### config.mk
export PLATFORM = sky130hd
export DESIGN_NAME = swish_mul_rnd
export DESIGN_NICKNAME = d
export VERILOG_FILES = /design/src/rtl/swish_pkg.sv /design/src/rtl/swish_mul_rnd.sv
export SDC_FILE = /design/constraint.sdc
export NUM_CORES = 1
export LEC_CHECK = 0
export BUFFER_PORTS_ARGS = -buffer_cell sky130_fd_sc_hd__buf_2
export CELL_PAD_IN_SITES_DETAIL_PLACEMENT = 1
export CELL_PAD_IN_SITES_GLOBAL_PLACEMENT = 2
export CORE_MARGIN = 3
export CORE_UTILIZATION = 44
export DETAILED_ROUTE_END_ITERATION = 8
export PLACE_DENSITY = 0.95
export REMOVE_ABC_BUFFERS = 1
export SLEW_MARGIN = 0
export SYNTH_ARGS = -nofsm -noshare
export SYNTH_HDL_FRONTEND = slang
export SYNTH_SLANG_ARGS = --single-unit
### constraint.sdc
create_clock -name i_clk -period 10.3 [get_ports i_clk]
set_input_delay 1.545 -clock i_clk [delete_from_list [all_inputs] [get_ports i_clk]]
set_output_delay 1.545 -clock i_clk [all_outputs]
set_load 0.03 [all_outputs]
### src/rtl/swish_pkg.sv
// ----------------------------------------------------------------------------
// swish_pkg: shared types, constants and table builder
// Widths, table geometry and the elaboration-time sigmoid table generator
// used by every stage of the swish pipeline.
// ----------------------------------------------------------------------------
package swish_pkg;

    // Element format
    localparam int DATA_WIDTH  = 16;
    localparam int FRAC_BITS   = 8;

    // Sigmoid table geometry
    localparam int TABLE_DEPTH = 256;
    localparam int IDX_W       = $clog2(TABLE_DEPTH);
    localparam int DEPTH_W     = $clog2(TABLE_DEPTH + 1);

    // Sigmoid values are unsigned Q1.15, 0 .. 1.0 inclusive
    localparam int SIG_FRAC    = 15;
    localparam int SIG_W       = SIG_FRAC + 1;
    localparam int EXP_Q       = 24;

    // Table span is [-8, 8); offset x + 8 fits in FRAC_BITS + 4 bits
    localparam int SPAN        = 8 << FRAC_BITS;
    localparam int OFF_W       = FRAC_BITS + 4;
    // Range-check width: holds the element and +/- SPAN without wrap
    localparam int XW          = ((DATA_WIDTH > FRAC_BITS + 5) ?
                                  DATA_WIDTH : FRAC_BITS + 5) + 1;

    // Product and rounded product widths
    localparam int PW          = DATA_WIDTH + SIG_W + 1;
    localparam int YW          = PW - SIG_FRAC;

    typedef enum logic [1:0] {
        SEL_TABLE,
        SEL_ZERO,
        SEL_ONE
    } t_sig_sel;

    // Control travelling alongside each word in the pipe
    typedef struct packed {
        logic valid;
        logic last;
    } t_ctl;

    // Shift-subtract division; only ever evaluated at elaboration
    function automatic logic [63:0] sig_udiv(input logic [63:0] a, input logic [63:0] b);
        logic [64:0] rem;
        logic [63:0] q;
        rem = '0;
        q   = '0;
        for (int i = 63; i >= 0; i--) begin
            rem = {rem[63:0], a[i]};
            if (rem >= {1'b0, b}) begin
                rem  = rem - {1'b0, b};
                q[i] = 1'b1;
            end
        end
        return q;
    endfunction

    // e^(num/den) in Q24: 13-term series of e^(x/16), then four squarings
    function automatic logic [63:0] sig_exp_q24(input logic [63:0] num,
                                                input logic [63:0] den);
        logic [63:0] u;
        logic [63:0] term;
        logic [63:0] sum;
        u    = sig_udiv(num << EXP_Q, den << 4);
        term = 64'd1 << EXP_Q;
        sum  = term;
        for (int n = 1; n <= 12; n++) begin
            term = sig_udiv((term * u) >> EXP_Q, 64'(n));
            sum  = sum + term;
        end
        for (int i = 0; i < 4; i++) begin
            sum = (sum * sum) >> EXP_Q;
        end
        return sum;
    endfunction

    // Sigmoid at the centre of bin k, Q1.15, rounded to nearest
    function automatic logic [SIG_W-1:0] sig_entry(input int k);
        logic signed [63:0] num;
        logic [63:0]        mag;
        logic [63:0]        e;
        logic [63:0]        den;
        logic [63:0]        lo_val;
        num    = 64'(16 * k + 8) - 64'(8 * TABLE_DEPTH);
        mag    = (num < 0) ? 64'(-num) : 64'(num);
        e      = sig_exp_q24(mag, 64'(TABLE_DEPTH));
        den    = (64'd1 << EXP_Q) + e;
        lo_val = sig_udiv((64'd1 << (EXP_Q + SIG_FRAC)) + (den >> 1), den);
        if (num >= 0)
            return SIG_W'((64'd1 << SIG_FRAC) - lo_val);
        else
            return SIG_W'(lo_val);
    endfunction

endpackage

### src/rtl/swish_mul_rnd.sv
// ----------------------------------------------------------------------------
// swish_mul_rnd: multiply, round and saturate stages
// Registers x * sigmoid, then rounds half away from zero and clamps.
// ----------------------------------------------------------------------------
module swish_mul_rnd (
    input  logic                                     i_clk,
    input  logic                                     i_rst_n,
    input  swish_pkg::t_ctl                          i_ctl,
    input  logic signed [swish_pkg::DATA_WIDTH-1:0]  i_x,
    input  logic [swish_pkg::SIG_W-1:0]              i_sig,
    output swish_pkg::t_ctl                          o_ctl,
    output logic signed [swish_pkg::DATA_WIDTH-1:0]  o_y
);
    import swish_pkg::*;

    localparam logic signed [PW-1:0] ROUND_HALF = PW'(1) << (SIG_FRAC - 1);
    localparam logic signed [YW-1:0] Y_MAX = YW'((1 << (DATA_WIDTH - 1)) - 1);
    localparam logic signed [YW-1:0] Y_MIN = -Y_MAX - YW'(1);

    logic signed [PW-1:0]         x_ext;
    logic signed [PW-1:0]         s_ext;
    logic signed [PW-1:0]         n_prod;
    logic signed [PW-1:0]         rnd;
    logic signed [YW-1:0]         y_wide;
    logic signed [DATA_WIDTH-1:0] n_y;

    t_ctl                          r_ctl_m;
    logic signed [PW-1:0]          r_prod;
    t_ctl                          r_ctl_o;
    logic signed [DATA_WIDTH-1:0]  r_y;

    always_comb begin
        x_ext  = {{(PW - DATA_WIDTH){i_x[DATA_WIDTH-1]}}, i_x};
        s_ext  = {{(PW - SIG_W){1'b0}}, i_sig};
        n_prod = x_ext * s_ext;
    end

    // Half away from zero: drop one from the bias for negative products
    always_comb begin
        rnd    = r_prod + ROUND_HALF - PW'(r_prod[PW-1]);
        y_wide = rnd[PW-1:SIG_FRAC];
        if (y_wide > Y_MAX)
            n_y = Y_MAX[DATA_WIDTH-1:0];
        else if (y_wide < Y_MIN)
            n_y = Y_MIN[DATA_WIDTH-1:0];
        else
            n_y = y_wide[DATA_WIDTH-1:0];
    end

    always_ff @(posedge i_clk) begin
        if (!i_rst_n) begin
            r_ctl_m <= '0;
            r_ctl_o <= '0;
        end else begin
            r_ctl_m <= i_ctl;
            r_ctl_o <= r_ctl_m;
        end
        r_prod <= n_prod;
        r_y    <= n_y;
    end

    assign o_ctl = r_ctl_o;
    assign o_y   = r_y;

endmodule

# [Word-level counts from Yosys, hierarchy flattened]
# Cells that the tools add are included.
[totals] out_inout_bits=18 input_bits=36 wordCells=12 ff_bits=53
[classes] multipliers=1 add_sub_neg=2 n_lt_le_gt_ge=2 muxes=1
[op_table] cell="adder 33 x 15 -> 33 bit (second input constant)" n=1
[op_table] cell="multiplier 16 x 17 -> 33 bit" n=1
[op_table] cell="subtractor 33 x 1 -> 33 bit" n=1
[op_table] cell="> comparator 18 x 16 -> 1 bit (second input constant)" n=1
[op_table] cell="less-than comparator 18 x 16 -> 1 bit (second input constant)" n=1
[op_table] cell="two-way mux 16 bit" n=1

# [Longest topological paths before layout]
[depth] ltp_word=4 ltp_mapped=25 mapped_depth_nobuf=23

# [Least setup slack after synthesis]
# No wires, ideal clock.
[synth_timing] path_kind="input port to flip-flop" from="input i_x[1] (netlist bit)" to="register r_prod[32]" t_required_ps=10228 path_buffers=1 arrival_time_ps=7038 stages=22 setup_slack_ps=3190 cell_sequence="clkbuf_1 nand2_1 fa_1 fa_1 fa_1 fa_1 inv_1 fa_1 inv_1 fa_1 inv_1 ha_1 a21o_1 nor3_1 o21ai_0 o21ai_0 a31oi_1 a41oi_1 o21ai_0 a211o_1 a21oi_1 xnor2_1"
[synth_between] elab_chain_len=1
[synth_lines] item="start, declared" line_no="swish_mul_rnd.sv:9" rtl="input logic signed [swish_pkg::DATA_WIDTH-1:0] i_x,"
[synth_lines] item="multiplier 16 x 17 -> 33 bit" line_no="swish_mul_rnd.sv:35" rtl="n_prod = x_ext * s_ext;"
[synth_lines] item="named net n_prod[32]" line_no="swish_mul_rnd.sv:22" rtl="logic signed [PW-1:0] n_prod;"
[synth_lines] item="end signal, assigned" line_no="swish_mul_rnd.sv:58" rtl="r_prod <= n_prod;"
[synth_lines] item="end, declared" line_no="swish_mul_rnd.sv:28" rtl="logic signed [PW-1:0] r_prod;"
# The timed path passes the listed nets, and every way through them passes these cells.
# A chain may end at the register's enable or synchronous reset.

# [Worst setup path in the final report]
[layout_timing] from="input i_sig[10] (netlist bit)" to="register r_prod[32]"
[layout_between] elab_chain_len=1
[layout_lines] item="start, declared" line_no="swish_mul_rnd.sv:10" rtl="input logic [swish_pkg::SIG_W-1:0] i_sig,"
[layout_lines] item="multiplier 16 x 17 -> 33 bit" line_no="swish_mul_rnd.sv:35"
[layout_lines] item="named net n_prod[32]" line_no="swish_mul_rnd.sv:22"
# The timed path passes the listed nets, and every way through them passes these cells.

==> results by group <==
Route
  – Vias per cell: ~5.2
  – Residual DRC: 0
  – Vias: roughly 8.4k
  – Pre-antenna DRT Iters: 5
  – Post-route ant nets: 0
  – Initial DRC Count: a little under 400
  – Post-DR wirelength/cell: between 15 and 20 microns
  – Routed WL: around 29,000 microns

Timing
  – Max Clock Freq: 0.135 GHz
  – RSZ-0062 raised after global routing: false
  – Fin Clk Skew: roughly 3.2 ps
  – Setup Viol. Count Final: 0
  – Relative slew slack: 0.412
  – Max-slew violations: 0
  – Tmin final: around 7400 ps
  – Worst Max-Slew Pin Slew: just under 900 ps
  – Aggregate negative setup slack: 0 ps
  – Setup WS post-layout: ~2900 ps
  – Hold Fails Final Rpt: 0
  – Final Cycle Share: 0.717

Global route
  – Met1 global-route usage: 0.279
  – Met3 Resource Use GR: 0.0211
  – Vias in the first global route: between 9k and 10k
  – Initial antenna violation count: 0
  – Total GRT Usage: 0.210
  – First-pass GRT wire length: 48,100 microns
  – GR Overflow Total: 0
  – Largest net degree at the start of global routing: 18
  – GRT Max-Usage Layer: met2
  – Met2 usage: 0.374

Place
  – HPWL after DPL: 24,300 microns
  – PortBufs: 53
  – Pre-CTS setup slack: 2590 ps
  – RePlAce Congestion: between 0.8 and 0.9
  – Post-Place Cells: approximately 1.6k

Clock tree
  – CTS tree: built
  – Post-CTS setup buffer count: 0
  – Skew-Pair Late Insertion Delay: a little under 300 ps
  – Maximum buffer depth of the clock tree: 2
  – Root Buffer: clkbuf_16
  – CTS Buf Count: 5
  – CTS sink cnt: 53
  – Cts repair resizes: 0
  – Clock Pin Slew Worst Setup and Hold Paths: about 70 ps
  – Hold buffer count at cts: 0
  – Htree depth: 2

Die
  – I/O pins: 54
  – FP Rows: just under 60
  – Core Footprint: ~0.025 sq mm
  – Die extent in x: 167 microns
  – Die area: between 0.02 and 0.03 sq mm
  – Initial Utilization: 0.449
  – Die Height: 167 microns

Setup path
  – CP Capture Type: register
  – Crit-path max FO: 16
  – Top delay family on crit path: adder cells
  – Most frequent CP cell: fa_1
  – Crit start category: input port
  – Crit path largest cell delay: ~580 ps
  – Slowest CP cell: fa_1
  – Cell Chain, Critical Path: buf_2 > nand2_1 > fa_1 > fa_1 > fa_1 > fa_1 > inv_1 > fa_1 > inv_1 > fa_1 > inv_1 > ha_1 > a21o_1 > nor3_1 > o21ai_0 > o21ai_0 > a31oi_1 > a41oi_1 > o21ai_0 > a211o_1 > a21oi_1 > xnor2_1
  – Critical Path RT: about 11,000 ps
  – Worst Path Buf+Inv: 4
  – Arrival @ worst endpoint: 7610 ps
  – Crit Path Class: input port to register

Synth
  – #FFs+latches synth: 53
  – Adder-cell share of the synthesized area: 0.511
  – Sequential area share after synthesis: 0.0935
  – Synth Area in XOR/XNOR: 0.0385
  – Syn Std Cell Area: ~0.011 sq mm
  – Simple-Gate Fraction of Synth Area: 0.153
  – Cell with the most instances after synthesis: inv_1
  – Synthesized instance count: ~1.3k
  – Area leader, netlist: fa_1
  – Synth cell types: between 40 and 50
  – Syn_area_per_cell: 8.89 sq um
  – Ys flop type: dfxtp_1
  – Fraction of registers with async set/reset: 0
  – Most frequent cells after synthesis: 290 x inv_1, 194 x fa_1, 153 x ha_1
  – Post-synth EDFFs: 0
  – YS warnings: 0
  – Synth top area share: 0.342
  – Synth area leaders: fa_1 34%, ha_1 17%, inv_1 9.6%
  – Mux cell area share after synthesis: 0
  – Combinational family with the most area after synthesis: adder cells
  – Synth Area in Compound Gates: 0.0948

Status
  – Status: completed

Layout
  – End-of-flow core utilization: 0.477
  – Area growth from synthesis to layout: 6.11%
  – N_diodes: 0
  – Final Non-Filler Cells: roughly 1.6k
  – Final net count: approximately 1.7k
  – Area of the multi-input gates: 0.00905 sq mm
  – Fillers: approximately 3.0k
  – Fraction of layout cells with a size suffix above 1: 0.0638
  – Storage cell area: between 0.001 and 0.0015 sq mm

Worst hold path
  – Type of the worst min-delay path: register to register

Job
  – Max Cap Viol: 0
-- state kept, by name (all words and copies together), names as in the netlist --
signal   count
r_ctl_m      2
o_ctl        2
r_prod      33
o_y         16
-- kinds of logic (layout without fill, tap and decap cells) --
group,count (synthesis),in the layout
adders and majority gates,347,347
DFF,53,53
AOI/OAI and AO/OA,151,151
and+or+nand+nor,349,349
buffers and inverters,327,351
xor gates and xnor gates,49,49
-- metrics by stage --
stage          cell area [sq um]  hold WS (ps)
2_1_floorplan              11200           412
3_3_place_gp               11900           414
3_5_place_dp               11900           434
4_1_cts                    12000           453
5_1_grt                    12000           472
6_report                   12000           444
-- metal layers --
layer  share of wire  wire, microns  vias to the layer above
li1                -              -                     3951
met3           0.038           1090                       37
met5               0              0                        -
met2            0.49          14100                      174
met1            0.45          12800                     4252
met4           0.020            569                        0
-- cells in the final DEF (no fill, tap or decap), drive strengths merged, types with 11 or more instances in the layout --
master / count
nand2: 142
inv: 291
dfxtp: 53
fa: 194
a21oi: 46
ha: 153
o21ai: 35
and2: 127
nand2b: 11
a21o: 27
xnor2: 33
nor2: 30
buf: 53
xor2: 16
-- worst reg2reg max path, stage by stage, from the launching register on --
cell       delay (ps)
dfxtp_1           350
inv_1              50
ha_1              320
and4_4            200
a221oi_2          250
o21ai_2           120
o2111ai_1         200
nand2_1           180
a311oi_1          540
o211ai_1          200
xnor2_1           240
a311oi_4          760
o21ai_0           230
-- worst paths after layout --
kind                            startpoint  cells after the start  slack [ps]          to
worst min register to register  r_ctl_m[1]                      1         440    o_ctl[1]
worst max register to register   r_prod[9]                     12        6490      o_y[1]
worst max-delay path             i_sig[10]                     22        2920  r_prod[32]
worst min-delay path            r_ctl_m[1]                      1         440    o_ctl[1]
-- layout make-up --
type,instances,share of cell area
multi-input cells,896,0.751
flip-flops and latches,53,0.0881
well taps,330,0.0343
repair buffers,53,0.0220
clock inverters,3,0.00364
clock buffers,5,0.0104
inverters,290,0.0904
Power is left out: the tool's default activity adds up to more than one toggle a clock period on the data nets, which glitch-free logic cannot reach.
