File: src/rtl/swish_pkg.sv
// ----------------------------------------------------------------------------
// swish_pkg: shared types, constants and table builder
// Widths, table geometry and the elaboration-time sigmoid table generator
// used by every stage of the swish pipeline.
// ----------------------------------------------------------------------------
package swish_pkg;

    // Element format
    localparam int DATA_WIDTH  = 16;
    localparam int FRAC_BITS   = 8;

    // Sigmoid table geometry
    localparam int TABLE_DEPTH = 256;
    localparam int IDX_W       = $clog2(TABLE_DEPTH);
    localparam int DEPTH_W     = $clog2(TABLE_DEPTH + 1);

    // Sigmoid values are unsigned Q1.15, 0 .. 1.0 inclusive
    localparam int SIG_FRAC    = 15;
    localparam int SIG_W       = SIG_FRAC + 1;
    localparam int EXP_Q       = 24;

    // Table span is [-8, 8); offset x + 8 fits in FRAC_BITS + 4 bits
    localparam int SPAN        = 8 << FRAC_BITS;
    localparam int OFF_W       = FRAC_BITS + 4;
    // Range-check width: holds the element and +/- SPAN without wrap
    localparam int XW          = ((DATA_WIDTH > FRAC_BITS + 5) ?
                                  DATA_WIDTH : FRAC_BITS + 5) + 1;

    // Product and rounded product widths
    localparam int PW          = DATA_WIDTH + SIG_W + 1;
    localparam int YW          = PW - SIG_FRAC;

    typedef enum logic [1:0] {
        SEL_TABLE,
        SEL_ZERO,
        SEL_ONE
    } t_sig_sel;

    // Control travelling alongside each word in the pipe
    typedef struct packed {
        logic valid;
        logic last;
    } t_ctl;

    // Shift-subtract division; only ever evaluated at elaboration
    function automatic logic [63:0] sig_udiv(input logic [63:0] a, input logic [63:0] b);
        logic [64:0] rem;
        logic [63:0] q;
        rem = '0;
        q   = '0;
        for (int i = 63; i >= 0; i--) begin
            rem = {rem[63:0], a[i]};
            if (rem >= {1'b0, b}) begin
                rem  = rem - {1'b0, b};
                q[i] = 1'b1;
            end
        end
        return q;
    endfunction

    // e^(num/den) in Q24: 13-term series of e^(x/16), then four squarings
    function automatic logic [63:0] sig_exp_q24(input logic [63:0] num,
                                                input logic [63:0] den);
        logic [63:0] u;
        logic [63:0] term;
        logic [63:0] sum;
        u    = sig_udiv(num << EXP_Q, den << 4);
        term = 64'd1 << EXP_Q;
        sum  = term;
        for (int n = 1; n <= 12; n++) begin
            term = sig_udiv((term * u) >> EXP_Q, 64'(n));
            sum  = sum + term;
        end
        for (int i = 0; i < 4; i++) begin
            sum = (sum * sum) >> EXP_Q;
        end
        return sum;
    endfunction

    // Sigmoid at the centre of bin k, Q1.15, rounded to nearest
    function automatic logic [SIG_W-1:0] sig_entry(input int k);
        logic signed [63:0] num;
        logic [63:0]        mag;
        logic [63:0]        e;
        logic [63:0]        den;
        logic [63:0]        lo_val;
        num    = 64'(16 * k + 8) - 64'(8 * TABLE_DEPTH);
        mag    = (num < 0) ? 64'(-num) : 64'(num);
        e      = sig_exp_q24(mag, 64'(TABLE_DEPTH));
        den    = (64'd1 << EXP_Q) + e;
        lo_val = sig_udiv((64'd1 << (EXP_Q + SIG_FRAC)) + (den >> 1), den);
        if (num >= 0)
            return SIG_W'((64'd1 << SIG_FRAC) - lo_val);
        else
            return SIG_W'(lo_val);
    endfunction

endpackage

File: src/rtl/swish_index.sv
// ----------------------------------------------------------------------------
// swish_index: range check and table index stage
// Classifies the element against [-8, 8) and forms the sigmoid table index.
// ----------------------------------------------------------------------------
module swish_index (
    input  logic                                     i_clk,
    input  logic                                     i_rst_n,
    input  swish_pkg::t_ctl                          i_ctl,
    input  logic signed [swish_pkg::DATA_WIDTH-1:0]  i_x,
    output swish_pkg::t_ctl                          o_ctl,
    output logic signed [swish_pkg::DATA_WIDTH-1:0]  o_x,
    output swish_pkg::t_sig_sel                      o_sel,
    output logic [swish_pkg::IDX_W-1:0]              o_idx
);
    import swish_pkg::*;

    localparam logic signed [XW-1:0] SPAN_X = XW'(SPAN);
    localparam int MW = OFF_W + DEPTH_W;

    logic signed [XW-1:0] x_ext;
    logic signed [XW-1:0] off;
    logic [MW-1:0]        prod;
    logic [DEPTH_W-1:0]   idx_full;
    logic [IDX_W-1:0]     n_idx;
    t_sig_sel             n_sel;

    t_ctl                          r_ctl;
    logic signed [DATA_WIDTH-1:0]  r_x;
    t_sig_sel                      r_sel;
    logic [IDX_W-1:0]              r_idx;

    always_comb begin
        x_ext    = {{(XW - DATA_WIDTH){i_x[DATA_WIDTH-1]}}, i_x};
        off      = x_ext + SPAN_X;
        // bin = (x + 8) * depth / 16, the divide being a shift
        prod     = MW'(off[OFF_W-1:0]) * MW'(TABLE_DEPTH);
        idx_full = prod[MW-1:OFF_W];
        if (idx_full >= DEPTH_W'(TABLE_DEPTH))
            n_idx = IDX_W'(TABLE_DEPTH - 1);
        else
            n_idx = idx_full[IDX_W-1:0];
        if (x_ext < -SPAN_X)
            n_sel = SEL_ZERO;
        else if (x_ext >= SPAN_X)
            n_sel = SEL_ONE;
        else
            n_sel = SEL_TABLE;
    end

    always_ff @(posedge i_clk) begin
        if (!i_rst_n) begin
            r_ctl <= '0;
        end else begin
            r_ctl <= i_ctl;
        end
        r_x   <= i_x;
        r_sel <= n_sel;
        r_idx <= n_idx;
    end

    assign o_ctl = r_ctl;
    assign o_x   = r_x;
    assign o_sel = r_sel;
    assign o_idx = r_idx;

endmodule

File: config.mk
export PLATFORM = sky130hd
export DESIGN_NAME = swish_index
export DESIGN_NICKNAME = d
export VERILOG_FILES = /design/src/rtl/swish_pkg.sv /design/src/rtl/swish_index.sv
export SDC_FILE = /design/constraint.sdc
export NUM_CORES = 1
export LEC_CHECK = 0
export BUFFER_PORTS_ARGS = -buffer_cell sky130_fd_sc_hd__buf_2
export CORE_MARGIN = 5
export CORE_UTILIZATION = 36
export DETAILED_ROUTE_END_ITERATION = 7
export PLACE_DENSITY = 0.79
export SKIP_CTS_REPAIR_TIMING = 1
export SLEW_MARGIN = 20
export SYNTH_ARGS = -nofsm -noshare
export SYNTH_HDL_FRONTEND = slang
export SYNTH_SLANG_ARGS = --single-unit
File: constraint.sdc
create_clock -name i_clk -period 0.8 [get_ports i_clk]
set_input_delay 0.04 -clock i_clk [delete_from_list [all_inputs] [get_ports i_clk]]
set_output_delay 0.04 -clock i_clk [all_outputs]
set_load 0.01 [all_outputs]
## Yosys cells after proc, flatten, opt, wreduce, memory -nomap -nowiden

Index checks and enable logic that the tools add are counted.

| word-level totals | value |
|---|---|
| register bits after elaboration | 28 |
| ROM bits | 0 |
| logic and storage cells | 10 |
| memories kept | 0 |
| RAM bits | 0 |
| output and inout port bits | 28 |
| input bits | 20 |
| latch bits | 0 |

| cells by class | value |
|---|---|
| $lt $le $gt $ge | 3 |
| multiply operators | 0 |
| multiplexer cells | 1 |
| equality and inequality tests | 0 |
| reduce and logical (&&, ||, !) cells | 0 |
| div/mod/pow operators | 0 |
| bitwise gates (word level) | 0 |
| add/subtract/negate cells | 1 |
| shifts and indexed selects | 0 |

Operator list:

| operator | count |
|---|---|
| 16-bit by 13-bit greater-or-equal comparator with 1-bit output, second input constant | 1 |
| 16-bit by 12-bit less-than comparator with 1-bit output, second input constant | 1 |
| 12-bit adder, second input constant | 1 |
| 8-bit by 9-bit greater-or-equal comparator with 1-bit output, second input constant | 1 |
| 2-bit 2-to-1 mux | 1 |

## Logic depth before layout (Yosys ltp)

Gate-level depths: netlist of run 1.

| logic depth | value |
|---|---|
| depth in word-level cells | 2 |
| depth in mapped cells | 2 |
| gate-level depth less buffers | 2 |

## Least setup slack after synthesis of run 1

OpenSTA, ideal clock, no wires.

| timing path | value |
|---|---|
| path kind | register -> output |
| from | register r_x[10] (netlist: o_x[10]) |
| to | output o_x[10] in the netlist's numbering |
| cell stages (with the launch flop) | 2 |
| data arrival time | 0.485 ns |
| data required time | 0.760 ns |
| buffers on the path | 1 |
| setup slack | 0.275 ns |
| cell sequence | dfxtp_1 buf_4 |

RTL lines:

| item | line | text |
|---|---|---|
| start, declared | swish_index.sv:28 | `logic signed [DATA_WIDTH-1:0] r_x;` |
| start signal, assigned | swish_index.sv:56 | `r_x <= i_x;` |
| end, declared | swish_index.sv:11 | `output logic signed [swish_pkg::DATA_WIDTH-1:0] o_x,` |

No word-level cell between the ends.

## Worst setup path after layout of run 1

| timing path | value |
|---|---|
| from | register r_sel[0] (netlist: o_sel[0]) |
| to | output o_sel[0] |

RTL lines:

| item | line | text |
|---|---|---|
| start, declared | swish_index.sv:29 | `t_sig_sel r_sel;` |
| start signal, assigned | swish_index.sv:57 | `r_sel <= n_sel;` |
| end, declared | swish_index.sv:12 | `output swish_pkg::t_sig_sel o_sel,` |

No word-level cell between the ends.

==> impl_metrics.toml, run 1 <==
[cells_and_area]
final_cell_mix = "37 x buf_2, 19 x dlygate4sd3_1, 11 x dfxtp_2"
syn_to_final_growth_pct = 96.6
n_antenna_cell = 0
final_area_mm2 = 0.00101
layout.nets = 119
final_cells = 113
drive_above_1_share_pct = 62.2
final_common_cell = "buf_2"

[pwr]
vdd_ir_drop_max_uv = 1160
p_leak_nw = 0.499
powerDensity_mw_per_mm2 = 1870
p_total_mw = 1.88

[clock_network]
cts_root_buf = "clkbuf_4"
cts_buffers = 3
clock_path_buffers = 2
clk_pin_slew_ns = 0.10
cts.sinks = 21
cts_tree = "done"
htreeDepth = 1

[global_routing]
track_usage_pct = 7.72
gr-usage-met2_pct = 14.2
grt_max_degree = 12
use_met1_pct = 7.09
antenna_found_initial = 0
busiest_layer = "met2"
gr-total-overflow = 0
use_met3_pct = 3.76
grt_pass1_wl_mm = 1.21
grt_pass1_vias = 321

[setup_path]
crit_chain = "buf_2"
end_kind = "output pin"
worstPathMaxFanout = 1
cp_num_buf_inv = 1
startpoint_type = "flop"
critical_path.slowest_cell = "dfxtp_1"
cp.required_ns = 0.76
worstPathArrival_ns = 0.78
cpPeakStageDelay_ns = 0.36
critPathKind = "flop to output pin"
cp_top_family = "flip-flops"

[placement]
placed_cells = 90
globalplace.congestion = 0.643
placed_area_um2 = 713
io_buffers = 47
dp_slack_ns = 0.195
dp_hpwl_um = 889

[yosys]
syn_nets = 55
yosys_warnings = 0
syn_area_per_cell_um2 = 14.6
ys_seq_area_share_pct = 82.2
ys_types = 7
synth-seq-cells = 21
synth_area_um2 = 512
syn_inst = 35

[timing]
fin_ws_ns = -0.0216
finalHoldViolCount = 0
setup_tns_ns = -0.0216
rsz0062_at_grt = "true"
timing.slew.headroom_pct = 83.8
worstMarginPinSlew_ns = 0.241
period_needed_ns = 0.822
max_freq_ghz = 1.22
finalCritPeriodShare_pct = 103
slew_violations = 0
finalSetupViolations = 1

[routing]
vias = 469
drt_first_iter_violations = 2
postRouteAntennaNets = 0
drc_errors = 0
wl_per_cell_um = 14.9
drtPass1Iterations = 2
wl_mm = 1.69
vias_per_cell = 4.15

[floorplanning]
die_area_mm2 = 0.00228
start_util_pct = 38.8
die_w_um = 47.7
rows = 13
pin_count = 48
core_area_mm2 = 0.00132
die_height_um = 47.7

[run_status]
failed_checks = "setup timing"
status = "finished, violations left"

[flow_run]
maxCapViolCount = 0

[hold_path]
hold_path.class = "primary input to flop"
final cells by class:
class                   count  area (um2)
repair buffers             66         488
flip-flops and latches     21         434
fillers                    87         312
multi-input cells           5        31.3
clock buffers               4        26.3
well taps                  15        18.8
inverters                   2        7.51
through the flow:
step | utilization [%] | hold WS [ns]
finish | 76.4 | 0.00116
global route | 76.4 | -0.00455
CTS | 56.1 | -0.157
detailed placement | 54.1 | 0.144
global placement | 54.1 | 0.143
floorplan | - | 0.0677
final timing paths:
path  slack, ns       end     start  depth (start not counted)
max       -0.02  o_sel[0]  o_sel[0]                          1
min       0.001  o_sel[0]   i_x[14]                          2
kinds of logic after synthesis:
logic type,share of synthesized area (%)
and+or+nand+nor,4.40
AOI/OAI and AO/OA,1.71
buffers and inverters,11.7
DFF,82.2
synthesized netlist by cell type, drive strengths merged:
cell type / count / area, um2
buf: 7 / 52.6
a41oi: 1 / 8.76
and2: 2 / 12.5
inv: 2 / 7.51
nor2: 1 / 3.75
nor4: 1 / 6.26
dfxtp: 21 / 420
metal layers:
layer,vias up,part of all wire (%),wire (um)
li1,228,-,-
met1,206,34,576
met2,33,49,827
met3,2,16,266
met4,0,0.95,16
met5,-,0,0
state kept, by name, summed over array words and instances, names as in the netlist:
register	flops
o_x	10
o_ctl	2
o_idx	7
o_sel	2
power breakdown:
| group | internal [mW] | switching, mW | total [mW] |
|---|---|---|---|
| clock | 0.193 | 0.268 | 0.461 |
| combinational | 0.178 | 0.109 | 0.287 |
| sequential | 1.11 | 0.0251 | 1.13 |
| total | 1.48 | 0.402 | 1.88 |
Power figures use the tool's default switching activity.
==> run 2: changes to the inputs <==
Settings changed: ABC_AREA set to 1, PLACE_DENSITY 0.79 to 0.78, RECOVER_POWER set to 25, TNS_END_PERCENT set to 20.
==> impl_metrics.toml, run 2 <==
[pwr]
p_leak_nw = 0.523
p_sw_mw = 0.409
pwr-share-seq_pct = 60.0
p_total_mw = 1.89
vdd_ir_drop_max_uv = 1080
p_clk_share_pct = 24.9
pwr-share-comb_pct = 15.2
powerDensity_mw_per_mm2 = 1860
sw_frac_of_total_pct = 21.7
p_int_mw = 1.48

[timing]
finalSetupViolations = 0
setup_tns_ns = 0
period_needed_ns = 0.795
finalCritPeriodShare_pct = 99.4
whs_ns = 0.385
fin_ws_ns = 0.00470
worstMarginPinSlew_ns = 0.105
finalHoldViolCount = 0
max_freq_ghz = 1.26
timing.slew.headroom_pct = 93.0
rsz0062_at_grt = "true"
slew_violations = 0

[cells_and_area]
n_antenna_cell = 0
final_area_mm2 = 0.00102
final_cells = 119
largest_reg_flops = 10
fin_util_pct = 76.3
syn_to_final_growth_pct = 94.5
layout.nets = 125
fill_cells = 85
final_cell_mix = "37 x buf_2, 19 x dlygate4sd3_1, 11 x dfxtp_2"
drive_above_1_share_pct = 58.7
final_common_cell = "buf_2"

[yosys]
synth_top_area_share_pct = 80.4
netlist_top_cells_count = "21 x dfxtp_1, 7 x buf_4, 4 x inv_1, 4 x nand2_1, 4 x nor2_1"
async_flop_share_pct = 0
synth_area_um2 = 523
synth_edf_count = 0
ys_seq_area_share_pct = 80.4
yosysMostFrequentCell = "dfxtp_1"
synth_area_leaders = "dfxtp_1 80%, buf_4 10%, inv_1 2.9%"
syn_area_per_cell_um2 = 12.8
ys_types = 6
syn_nets = 61
syn_inst = 41
yosys_warnings = 0
yosys.area.top_type = "dfxtp_1"
synth-seq-cells = 21
synthFlopType = "dfxtp_1"

[setup_path]
cp_num_buf_inv = 1
crit_path_start = "o_idx[1]"
critical_path.slowest_cell = "dfxtp_2"
worstPathArrival_ns = 0.76
worstPathMaxFanout = 2
end_kind = "output pin"
critPathKind = "flop to output pin"
cp.required_ns = 0.76
crit_chain = "buf_6"
cp_top_family = "flip-flops"
cpPeakStageDelay_ns = 0.37
startpoint_type = "flop"
cp.depth = 1

[routing]
wl_per_cell_um = 12.6
postRouteAntennaNets = 0
wl_mm = 1.50
drt_first_iter_violations = 0
wl_met2_um = 803
wl_met1_um = 479
vias_per_cell = 4.08
drc_errors = 0
vias = 485
met3WireLength_um = 199
top_layer = "met4"
drtPass1Iterations = 1

[placement]
dp_slack_ns = 0.331
placed_area_um2 = 724
globalplace.congestion = 0.712
dp_hpwl_um = 883
io_buffers = 47
placed_cells = 96

[global_routing]
grt_pass1_wl_mm = 1.41
gr-total-overflow = 0
antenna_found_initial = 0
track_usage_pct = 9.13
grt_max_degree = 12
grt_pass1_vias = 348

[clock_network]
cts_buffers = 3
clk_pin_slew_ns = 0.10
cts_tree = "done"
htreeDepth = 1
cts.sinks = 21
cts_root_buf = "clkbuf_4"
clock_path_buffers = 2

[flow_run]
maxCapViolCount = 0

[floorplanning]
die_area_mm2 = 0.00232
core_area_mm2 = 0.00133
rows = 13
start_util_pct = 39.2
die_w_um = 48.1
pin_count = 48
die_height_um = 48.1

[hold_path]
min_from = "i_x[1]"
hold_path.class = "primary input to flop"
holdPathStages = 2

[run_status]
status = "finished, final reports clean"
[run 2: area by class of cell]
type / count / area [um2] / area share (%)
Clock buffer: 4 / 26.3 / 2.58
Inverter: 4 / 15.0 / 1.48
Multi-Input combinational cell: 9 / 35.0 / 3.44
Sequential cell: 21 / 434 / 42.7
Tap cell: 15 / 18.8 / 1.85
Timing Repair Buffer: 66 / 488 / 48.0
[run 2: power by group through the flow]
stage | logic (mW) | registers [mW] | clock network (mW)
6_report | 0.286 | 1.13 | 0.470
5_1_grt | 0.312 | 1.14 | 0.531
4_1_cts | 0.181 | 1.12 | 0.493
3_5_place_dp | 0.181 | 1.14 | 0
3_3_place_gp | 0.178 | 1.14 | 0
2_1_floorplan | 0.0479 | 1.18 | 0
[run 2: cells by family after synthesis]
| group | Yosys count | synth area share, % |
|---|---|---|
| AND/OR/NAND/NOR | 8 | 5.74 |
| flip-flops | 21 | 80.4 |
| AO/OA/AOI/OAI | 1 | 0.956 |
| buffers and inverters | 11 | 12.9 |
[run 2: path summary, 6_finish.rpt]
path  slack (ns)     end
max        0.005  o_x[5]
min         0.38  o_x[1]
[run 2: per-layer routing]
metal | GRT usage (%) | up-vias
met4 | 8.06 | 0
met5 | 0 | -
met3 | 1.85 | 2
met1 | 8.88 | 214
met2 | 16.1 | 31
li1 | - | 238
==> run 3: changes to the inputs <==
Settings changed: MAX_ROUTING_LAYER set to met4, PLACE_DENSITY 0.78 to unset, PLACE_DENSITY_LB_ADDON set to 0.2.
==> impl_metrics.toml, run 3 (synthesis gave the netlist of run 2 again) <==
[timing]
finalSetupViolations = 4
fin_ws_ns = -0.00717
finalHoldViolCount = 0
rsz0062_at_grt = "true"
finalCritPeriodShare_pct = 101
whs_ns = 0.379
max_freq_ghz = 1.24
worstMarginPinSlew_ns = 0.114
period_needed_ns = 0.807
setup_tns_ns = -0.0159
timing.slew.headroom_pct = 92.4
slew_violations = 0

[setup_path]
cp_top_family = "flip-flops"
critical_path.slowest_cell = "dfxtp_2"
cp_num_buf_inv = 1
worstPathArrival_ns = 0.77
cpPeakStageDelay_ns = 0.35
critPathKind = "flop to output pin"
startpoint_type = "flop"
crit_chain = "buf_2"
worstPathMaxFanout = 2
end_kind = "output pin"
cp.required_ns = 0.76

[global_routing]
track_usage_pct = 9.79
grt_pass1_vias = 352
grt_pass1_wl_mm = 1.43
grt_max_degree = 13
antenna_found_initial = 0
gr-total-overflow = 0

[hold_path]
hold_path.class = "primary input to flop"

[floorplanning]
die_area_mm2 = 0.00232
pin_count = 48
start_util_pct = 39.2
die_w_um = 48.1
rows = 13
die_height_um = 48.1
core_area_mm2 = 0.00133

[routing]
vias_per_cell = 4.06
vias = 483
postRouteAntennaNets = 0
wl_per_cell_um = 12.0
drc_errors = 0
drtPass1Iterations = 1
drt_first_iter_violations = 0
wl_mm = 1.43

[cells_and_area]
drive_above_1_share_pct = 57.7
fin_util_pct = 75.2
largest_reg_flops = 10
n_antenna_cell = 0
layout.nets = 125
syn_to_final_growth_pct = 91.9
final_cell_mix = "39 x buf_2, 19 x dlygate4sd3_1, 12 x dfxtp_1"
fill_cells = 102
final_common_cell = "buf_2"

[clock_network]
cts_root_buf = "clkbuf_4"
clk_pin_slew_ns = 0.11
cts_buffers = 3
htreeDepth = 1
cts.sinks = 21
clock_path_buffers = 2
cts_tree = "done"

[pwr]
vdd_ir_drop_max_uv = 1300
p_leak_nw = 0.521
powerDensity_mw_per_mm2 = 1890

[flow_run]
maxCapViolCount = 0

[placement]
globalplace.congestion = 0.760
io_buffers = 47

[run_status]
failed_checks = "setup timing"
status = "finished, violations left"
==> run 3: final timing paths <==
| check | start | end | slack, ns | depth (start not counted) |
|---|---|---|---|---|
| worst min-delay path | i_x[0] | o_x[0] | 0.38 | 2 |
| worst max-delay path | o_idx[1] | o_idx[1] | -0.007 | 1 |
==> run 3: final cells by class <==
| type | instances | area [um2] | share of cell area (%) |
|---|---|---|---|
| multi-input cells | 9 | 35.0 | 3.49 |
| clock inverters | 1 | 5.00 | 0.499 |
| inverters | 4 | 15.0 | 1.50 |
| repair buffers | 66 | 475 | 47.4 |
| clock buffers | 3 | 22.5 | 2.24 |
| flip-flops and latches | 21 | 432 | 43.0 |
| well taps | 15 | 18.8 | 1.87 |
==> run 3: through the flow <==
step | instance area [um2] | setup slack, ns | cells | power [mW]
floorplan | 523 | 0.275 | 41 | 1.22
global placement | 724 | 0.336 | 96 | 1.32
detailed placement | 724 | 0.323 | 96 | 1.32
CTS | 752 | -0.0269 | 100 | 1.81
global route | 1000 | -0.0667 | 119 | 2.00
finish | 1000 | -0.00717 | 119 | 1.90
==> run 3: metal layers <==
metal | global-route usage (%) | up-vias | wire length [um]
li1 | - | 238 | -
met1 | 10.2 | 210 | 511
met2 | 14.8 | 33 | 732
met3 | 3.32 | 2 | 161
met4 | 8.06 | 0 | 27
met5 | - | - | 0
==> run 3: power by group <==
part           switching (mW)  total (mW)  internal (mW)
clock                   0.303       0.489          0.186
combinational           0.107       0.278          0.172
sequential             0.0209        1.13           1.11
